`config.mk`:
```
export PLATFORM = sky130hd
export DESIGN_NAME = modular_exponentiation_core
export DESIGN_NICKNAME = d
export VERILOG_FILES = /design/src/hdl/mxp_pkg.sv /design/src/hdl/modular_exponentiation_core.sv /design/src/hdl/mxp_mulmod.sv
export VERILOG_INCLUDE_DIRS = /design/src /design/src/hdl
export SDC_FILE = /design/constraint.sdc
export NUM_CORES = 1
export LEC_CHECK = 0
export ABC_CLOCK_PERIOD_IN_PS = 13020
export BUFFER_PORTS_ARGS = -buffer_cell sky130_fd_sc_hd__buf_2
export CAP_MARGIN = 20
export CORE_MARGIN = 2
export CORE_UTILIZATION = 55
export DETAILED_ROUTE_END_ITERATION = 12
export PLACE_DENSITY = 0.74
export SLEW_MARGIN = 30
export SYNTH_ARGS = -nofsm -noshare
export SYNTH_HDL_FRONTEND = slang
export SYNTH_SLANG_ARGS = --single-unit
```
`constraint.sdc`:
```
create_clock -name clock -period 13.02 [get_ports clock]
set_clock_uncertainty 0.05 [all_clocks]
set_input_delay 1.302 -clock clock [delete_from_list [all_inputs] [get_ports clock]]
set_output_delay 1.302 -clock clock [all_outputs]
set_load 0.02 [all_outputs]
```
`src/hdl/modular_exponentiation_core_macros.svh`:
```
// Assertion macros shared by the modular exponentiation core and its multiplier
`ifndef MODULAR_EXPONENTIATION_CORE_MACROS_SVH
`define MODULAR_EXPONENTIATION_CORE_MACROS_SVH

// Same-cycle implication, reset masks the check
`define MXP_ASSERT_NOW(label, clk, rst, ante, cons, msg) \
   label: assert property (@(posedge clk) disable iff (rst) (ante) |-> (cons)) else $error(msg);

// Next-cycle implication, reset masks the check
`define MXP_ASSERT_NEXT(label, clk, rst, ante, cons, msg) \
   label: assert property (@(posedge clk) disable iff (rst) (ante) |=> (cons)) else $error(msg);

`endif

```
`src/hdl/mxp_pkg.sv`:
```
// Package: request/response payload types and multiplier control types
`timescale 1ns / 1ps

package mxp_pkg;

   localparam int DATA_W = 32;

   typedef struct packed {
      logic [DATA_W-1:0] base_value;
      logic [DATA_W-1:0] exponent;
   } req_type;

   typedef struct packed {
      logic [DATA_W-1:0] power_result;
      logic              modulus_error;
   } rsp_type;

   typedef struct packed {
      logic start;
   } mul_ctl_type;

   typedef struct packed {
      logic busy;
      logic done;
   } mul_sts_type;

endpackage

```
`src/hdl/modular_exponentiation_core.sv`:
```
// Top level: modular exponentiation sequencer around a shared modular multiplier
`timescale 1ns / 1ps

`include "modular_exponentiation_core_macros.svh"

// Channel   | Ports                         | Handshake
// ----------+-------------------------------+------------------------------------
// request   | start, busy, req_data         | taken on start high and busy low
// response  | rsp_valid, rsp_data           | one-cycle strobe, no back-pressure
// config    | csr_wr_en, csr_wr_data        | modulus written when csr_wr_en high
//
// Every modular product goes through the one bit-serial multiplier. A clear exponent bit
// takes a square only, a set bit below the top one a multiply, then a square, and the
// top set bit a multiply only. The worst case for the time busy is high is an all-ones
// exponent. A zero modulus answers in the cycle after acceptance with the error flag set,
// busy low. Reset is synchronous and sets the modulus to 1; busy is high from acceptance
// until the response strobe, and the receiver cannot stall the response.

module modular_exponentiation_core #(
   parameter int WIDTH = 32
) (
   input  logic                        clock,
   input  logic                        reset,
   input  logic                        start,
   output logic                        busy,
   input  mxp_pkg::req_type            req_data,
   output logic                        rsp_valid,
   output mxp_pkg::rsp_type            rsp_data,
   input  logic                        csr_wr_en,
   input  logic [mxp_pkg::DATA_W-1:0]  csr_wr_data
);
   import mxp_pkg::*;

   typedef enum logic [4:0] {
      ST_IDLE   = 5'b00001,
      ST_REDUCE = 5'b00010,
      ST_NEXT   = 5'b00100,
      ST_MULT   = 5'b01000,
      ST_SQUARE = 5'b10000
   } state_type;

   state_type        state_ff, state_in;
   logic [WIDTH-1:0] modulus_ff, modulus_in;
   logic [WIDTH-1:0] exp_ff, exp_in;
   logic [WIDTH-1:0] base_ff, base_in;
   logic [WIDTH-1:0] acc_ff, acc_in;
   rsp_type          rsp_ff, rsp_in;
   logic             rsp_valid_ff, rsp_valid_in;

   mul_ctl_type      mul_ctl;
   mul_sts_type      mul_sts;
   logic [WIDTH-1:0] mul_a;
   logic [WIDTH-1:0] mul_b;
   logic [WIDTH-1:0] mul_res;
   logic [WIDTH-1:0] exp_rest;
   logic [WIDTH-1:0] acc_seed;

   logic             run_accept;
   logic             mul_wait;
   logic             rsp_err;

   // Shared multiplier: reduction of the base, products and squares
   mxp_mulmod #(
      .WIDTH (WIDTH)
   ) u_mulmod (
      .clock   (clock),
      .reset   (reset),
      .ctl     (mul_ctl),
      .opa     (mul_a),
      .opb     (mul_b),
      .modulus (modulus_ff),
      .sts     (mul_sts),
      .result  (mul_res)
   );

   // Exponent bits still to scan once the current one is done
   assign exp_rest = exp_ff >> 1;
   // 1 mod m: zero only for a modulus of one
   assign acc_seed = (modulus_ff == WIDTH'(1)) ? '0 : WIDTH'(1);

   // Modulus register, masked to the operand width
   always_comb begin
      modulus_in = modulus_ff;
      if (csr_wr_en) begin
         modulus_in = WIDTH'(csr_wr_data);
      end
   end

   always_comb begin
      state_in     = state_ff;
      exp_in       = exp_ff;
      base_in      = base_ff;
      acc_in       = acc_ff;
      rsp_in       = rsp_ff;
      rsp_valid_in = 1'b0;
      mul_ctl.start = 1'b0;
      mul_a        = acc_ff;
      mul_b        = base_ff;
      case (state_ff)
         ST_IDLE: begin
            if (start) begin
               exp_in = WIDTH'(req_data.exponent);
               if (modulus_ff == '0) begin
                  // Zero modulus: flag it and answer straight away
                  rsp_in.power_result  = '0;
                  rsp_in.modulus_error = 1'b1;
                  rsp_valid_in         = 1'b1;
               end else begin
                  // Reduce the base as 1 * base mod m
                  mul_ctl.start = 1'b1;
                  mul_a         = acc_seed;
                  mul_b         = WIDTH'(req_data.base_value);
                  state_in      = ST_REDUCE;
               end
            end
         end
         ST_REDUCE: begin
            if (mul_sts.done) begin
               base_in = mul_res;
               acc_in  = acc_seed;
               if (exp_ff == '0) begin
                  rsp_in.power_result  = DATA_W'(acc_seed);
                  rsp_in.modulus_error = 1'b0;
                  rsp_valid_in         = 1'b1;
                  state_in             = ST_IDLE;
               end else begin
                  state_in = ST_NEXT;
               end
            end
         end
         ST_NEXT: begin
            // Launch a multiply on a set bit, else go straight to the square
            mul_ctl.start = 1'b1;
            if (exp_ff[0]) begin
               mul_a    = acc_ff;
               mul_b    = base_ff;
               state_in = ST_MULT;
            end else begin
               mul_a    = base_ff;
               mul_b    = base_ff;
               state_in = ST_SQUARE;
            end
         end
         ST_MULT: begin
            if (mul_sts.done) begin
               acc_in = mul_res;
               if (exp_rest == '0) begin
                  // Top set bit consumed: the last square is not needed
                  rsp_in.power_result  = DATA_W'(mul_res);
                  rsp_in.modulus_error = 1'b0;
                  rsp_valid_in         = 1'b1;
                  state_in             = ST_IDLE;
               end else begin
                  mul_ctl.start = 1'b1;
                  mul_a         = base_ff;
                  mul_b         = base_ff;
                  state_in      = ST_SQUARE;
               end
            end
         end
         ST_SQUARE: begin
            if (mul_sts.done) begin
               base_in  = mul_res;
               exp_in   = exp_rest;
               state_in = ST_NEXT;
            end
         end
         default: begin
            state_in = ST_IDLE;
         end
      endcase
   end

   always_ff @(posedge clock) begin
      if (reset) begin
         state_ff     <= ST_IDLE;
         modulus_ff   <= WIDTH'(1);
         rsp_valid_ff <= 1'b0;
      end else begin
         state_ff     <= state_in;
         modulus_ff   <= modulus_in;
         rsp_valid_ff <= rsp_valid_in;
      end
   end

   // Datapath holds need no reset
   always_ff @(posedge clock) begin
      exp_ff  <= exp_in;
      base_ff <= base_in;
      acc_ff  <= acc_in;
      rsp_ff  <= rsp_in;
   end

   assign busy      = (state_ff != ST_IDLE);
   assign rsp_valid = rsp_valid_ff;
   assign rsp_data  = rsp_ff;

   // Check terms: a request that starts the multiplier, states that wait on a
   // product, and an error strobe
   assign run_accept = start && !busy && (modulus_ff != '0);
   assign mul_wait   = state_ff inside {ST_REDUCE, ST_MULT, ST_SQUARE};
   assign rsp_err    = rsp_valid && rsp_data.modulus_error;

   `MXP_ASSERT_NOW(a_launch_free, clock, reset, mul_ctl.start, !mul_sts.busy, "launch while busy")
   `MXP_ASSERT_NEXT(a_accept_busy, clock, reset, run_accept, busy, "request not started")
   `MXP_ASSERT_NOW(a_error_zero, clock, reset, rsp_err, ~|rsp_data.power_result, "error with data")
   `MXP_ASSERT_NOW(a_done_waited, clock, reset, mul_sts.done, mul_wait, "product unexpected")

endmodule

```
`src/hdl/mxp_mulmod.sv`:
```
// Bit-serial modular multiplier: one multiplier bit per cycle, MSB first
`timescale 1ns / 1ps

`include "modular_exponentiation_core_macros.svh"

module mxp_mulmod #(
   parameter int WIDTH = 32
) (
   input  logic                clock,
   input  logic                reset,
   input  mxp_pkg::mul_ctl_type ctl,
   input  logic [WIDTH-1:0]    opa,
   input  logic [WIDTH-1:0]    opb,
   input  logic [WIDTH-1:0]    modulus,
   output mxp_pkg::mul_sts_type sts,
   output logic [WIDTH-1:0]    result
);
   import mxp_pkg::*;

   localparam int CNT_W = $clog2(WIDTH + 1);
   localparam int SUM_W = WIDTH + 2;

   logic [WIDTH-1:0] a_ff, a_in;
   logic [WIDTH-1:0] b_ff, b_in;
   logic [WIDTH-1:0] m_ff, m_in;
   logic [WIDTH-1:0] acc_ff, acc_in;
   logic [CNT_W-1:0] cnt_ff, cnt_in;
   logic             busy_ff, busy_in;
   logic             done_ff, done_in;

   logic [SUM_W-1:0] sum;
   logic [SUM_W-1:0] m1;
   logic [SUM_W-1:0] m2;
   logic [WIDTH-1:0] step;

   // 2*acc + bit*a stays below 3m: subtract 0, m or 2m
   always_comb begin
      m1  = {2'b00, m_ff};
      m2  = {1'b0, m_ff, 1'b0};
      sum = {1'b0, acc_ff, 1'b0} + (b_ff[WIDTH-1] ? {2'b00, a_ff} : '0);
      if (sum >= m2) begin
         step = WIDTH'(sum - m2);
      end else if (sum >= m1) begin
         step = WIDTH'(sum - m1);
      end else begin
         step = WIDTH'(sum);
      end
   end

   always_comb begin
      a_in    = a_ff;
      b_in    = b_ff;
      m_in    = m_ff;
      acc_in  = acc_ff;
      cnt_in  = cnt_ff;
      busy_in = busy_ff;
      done_in = 1'b0;
      if (ctl.start) begin
         a_in    = opa;
         b_in    = opb;
         m_in    = modulus;
         acc_in  = '0;
         cnt_in  = CNT_W'(WIDTH);
         busy_in = 1'b1;
      end else if (busy_ff) begin
         acc_in = step;
         b_in   = b_ff << 1;
         cnt_in = cnt_ff - CNT_W'(1);
         if (cnt_ff == CNT_W'(1)) begin
            busy_in = 1'b0;
            done_in = 1'b1;
         end
      end
   end

   always_ff @(posedge clock) begin
      if (reset) begin
         busy_ff <= 1'b0;
         done_ff <= 1'b0;
         cnt_ff  <= '0;
      end else begin
         busy_ff <= busy_in;
         done_ff <= done_in;
         cnt_ff  <= cnt_in;
      end
   end

   always_ff @(posedge clock) begin
      a_ff   <= a_in;
      b_ff   <= b_in;
      m_ff   <= m_in;
      acc_ff <= acc_in;
   end

   assign sts.busy = busy_ff;
   assign sts.done = done_ff;
   assign result   = acc_ff;

   `MXP_ASSERT_NEXT(a_start_runs, clock, reset, ctl.start, busy_ff, "multiplier did not start")
   `MXP_ASSERT_NOW(a_result_reduced, clock, reset, done_ff, acc_ff < m_ff, "product not reduced")
   `MXP_ASSERT_NOW(a_done_not_busy, clock, reset, done_ff, !busy_ff, "done while still stepping")

endmodule
```
==> run_results.csv <==
group,metric,value,unit
yosys,ys.warnings.count,0,
pwr,ir_drop,0.156,mV
timing,hold_viol_final,0,
floorplanning,initial_utilization,0.556,
clock_tree,cts_htree_levels,1,
yosys,synth.mux.area_fraction,0.0733,
yosys,synth_xor_area_frac,0.0446,
global_route,grt_overflow,0,
floorplanning,die_x,182,um
routing,wire_per_inst,19.9,um
worst_setup_path,crit_fanout,39,
timing,rsz0062_at_grt,"no",
worst_hold_path,hp-class,"reg -> reg",
placed_design,dpl.cell_count,2114,
clock_tree,cts_resized,0,
clock_tree,cts_buffer_depth,3,
layout,drive_gt1_frac,0.161,
placed_design,gp_congestion,0.969,
timing,slew_headroom,0.355,
worst_setup_path,critPathMaxStageDelay,840,ps
routing,vias,13100,
layout,area_growth_syn_to_layout,11.7,%
timing,min_period,6540,ps
clock_tree,cts-root-buf,"clkbuf_16",
clock_tree,numClockSinks,303,
worst_setup_path,cp_num_buf_inv,2,
clock_tree,holdBufCountCts,0,
run,maxCapViolCount,0,
timing,setup_violations,0,
routing,antenna_left,0,
yosys,synth_top_family_by_area,"compound AO/OA/AOI/OAI gates",
layout,diodes,0,
clock_tree,postCtsSetupBuffers,0,
routing,drtIter0Drc,1137,
clock_tree,cts_tree,"built",
yosys,synth_compound_area_frac,0.166,
timing,hold_ws,412,ps
worst_setup_path,cp_data_required_time,13410,ps
yosys,syn-cell-area,17500,um2
worst_setup_path,crit_path_cell_trace,"and2_1 -> ha_1 -> inv_1 -> fa_1 -> nor2b_1 -> o31a_1 -> o31ai_1 -> a31oi_2 -> a21oi_4 -> a21oi_4 -> xor2_1 -> ha_1 -> a21oi_1 -> o21ai_0 -> a221o_1 -> nand2_1 -> o311ai_0 -> or3b_1 -> o31ai_4 -> buf_4 -> nand2b_1 -> a211oi_1 -> a2111oi_1",
timing,max_freq,0.153,GHz
yosys,synthSimpleGateAreaFrac,0.129,
routing,dr.pass1.iters,6,
global_route,grt_pass1_vias,12300,
global_route,grtUsageTotal,0.257,
worst_setup_path,start_kind,"flop",
clock_tree,cts.clk_slew.worst_paths,60,ps
yosys,ys_ff_latch,303,
floorplanning,fp-row-count,65,
worst_setup_path,slowest_stage,"edfxtp_1",
worst_setup_path,end_kind,"flop",
pwr,finalPower,5.05,mW
floorplanning,core-area,31400,um2
clock_tree,clock_latency,560,ps
routing,drt-total-wl,43.3,mm
yosys,async_flop_share,0,
pwr,power.static_leakage,8.07,nW
timing,final_max_slew_viol_count,0,
clock_tree,cts_buffers,31,
floorplanning,die_h,182,um
yosys,postSynthNetCount,1836,
yosys,syn-mean-instance-area,10.7,um2
yosys,synth_edf_count,225,
timing,timing.final.crit_share,0.502,
layout,instances_no_fill,2173,
floorplanning,die-area,33200,um2
timing,fin_setup_tns,0,ps
placed_design,io_buffers,134,
timing,tightest_slew,968,ps
routing,via_per_inst,6.03,
global_route,antenna_found_initial,0,
yosys,synth_ff_type,"edfxtp_1",
status,status,"finished clean",
yosys,ys_seq_area_frac,0.476,
global_route,grt_pass1_wl,67.9,mm
yosys,synth_cell_types,90,
yosys,synth_cells,1636,
worst_setup_path,arrival,6920,ps
global_route,grt_max_degree,85,
worst_setup_path,cp_top_family,"compound AO/OA/AOI/OAI gates",
yosys,synth_adder_area_share,0.0729,
worst_setup_path,crit_type,"reg -> reg",
floorplanning,io_pins,135,
pwr,power_density,259,nW/um2
layout,nets,1946,
routing,route.detailed.drc,0,
placed_design,hpwlAfterDp,31.9,mm
synthesized netlist by cell type, drive strengths merged (44+ instances only):
library cell    n  area share
a21oi         112       0.033
xnor2          53       0.027
dfxtp          78       0.089
ha             97       0.070
nor2          113       0.024
edfxtp        225        0.39
inv            72       0.015
mux2i          78       0.045
nand2          93       0.020
o21ai         107       0.031
clkbuf         45       0.010
mux2           44       0.029
and2           96       0.034
routing by layer:
metal | vias up | wire length [um] | GRT usage
li1 | 6306 | - | -
met3 | 61 | 3100 | 0.0265
met1 | 6200 | 20800 | 0.402
met2 | 547 | 18400 | 0.383
met5 | - | 0 | 0
met4 | 0 | 989 | 0.0584
stage by stage:
step / utilization / worst slack [ps] / instance area, um2
after floorplan: - / 7720 / 17500
after global placement: 0.586 / 6710 / 18400
after detailed placement: 0.587 / 6520 / 18400
after CTS: 0.620 / 6500 / 19500
after global routing: 0.621 / 5950 / 19500
final: 0.621 / 6480 / 19500
layout make-up:
cell class	count	area, um2
clock buffers	48	962
clock inverters	10	72.6
fillers	2614	11900
inverters	74	278
multi-input cells	1189	8560
flip-flops and latches	303	8320
well taps	402	503
repair buffers	147	812
kinds of logic (layout without fill, tap and decap cells):
logic type	Yosys count	count (layout)
adders and majority gates	100	100
and+or+nand+nor	444	444
DFF	303	303
buffers and inverters	144	279
AOI/OAI and AO/OA	434	434
xor gates and xnor gates	89	89
muxes	122	122
where the power goes:
| group | total, mW | leakage [nW] | internal [mW] | switching [mW] |
|---|---|---|---|---|
| Combinational | 2.86 | 4.70 | 1.14 | 1.72 |
| Clock | 0.886 | 0.515 | 0.511 | 0.375 |
| Sequential | 1.30 | 2.85 | 1.18 | 0.124 |
| Total | 5.05 | 8.07 | 2.83 | 2.22 |
path summary, 6_finish.rpt:
kind | startpoint | end | slack, ps | cells past startpoint
max | u_mulmod.b_ff[31]$_DFFE_PP_ | u_mulmod.result[29]$_SDFFE_PP0P_ | 6480 | 23
min | modulus_ff[18]$_SDFFE_PP0P_ | u_mulmod.m_ff[18]$_DFFE_PP_ | 410 | 0
max reg2reg | u_mulmod.b_ff[31]$_DFFE_PP_ | u_mulmod.result[29]$_SDFFE_PP0P_ | 6480 | 23
min reg2reg | modulus_ff[18]$_SDFFE_PP0P_ | u_mulmod.m_ff[18]$_DFFE_PP_ | 410 | 0
sequential cells by signal (all words and copies together) (netlist names), 5 cells and up:
name,flops
u_mulmod.cnt_ff,6
acc_ff,32
u_mulmod.m_ff,32
exp_ff,32
modulus_ff,32
u_mulmod.a_ff,32
base_ff,32
u_mulmod.result,32
rsp_data,33
state_ff,5
u_mulmod.b_ff,32
worst reg2reg max path, stage by stage, from the launching register on:
cell and delay [ps]:
edfxtp_1 840, and2_1 260, ha_1 210, inv_1 70
fa_1 400, nor2b_1 210, o31a_1 200, o31ai_1 150
a31oi_2 410, a21oi_4 120, a21oi_4 300, xor2_1 320
ha_1 350, a21oi_1 170, o21ai_0 150, a221o_1 370
nand2_1 60, o311ai_0 140, or3b_1 430, o31ai_4 70
buf_4 460, nand2b_1 210, a211oi_1 70, a2111oi_1 410
layout by cell type, fill, tap and decap left out, drive strengths merged, types with 20 or more instances in the layout:
cell type  Yosys  routed
and2          96      96
xnor2         53      53
inv           72      78
nor2         113     113
a21oi        112     112
xor2          36      36
o21ai        107     107
mux2          44      44
mux2i         78      78
ha            97      97
nor3          29      29
nand2         93      93
dfxtp         78      78
buf           23     147
nand3         22      22
edfxtp       225     225
nor4          20      20
clkbuf        45      48
a21o          36      36
a22o          31      31
o211ai        20      20
(Power assumes the default switching activity.)
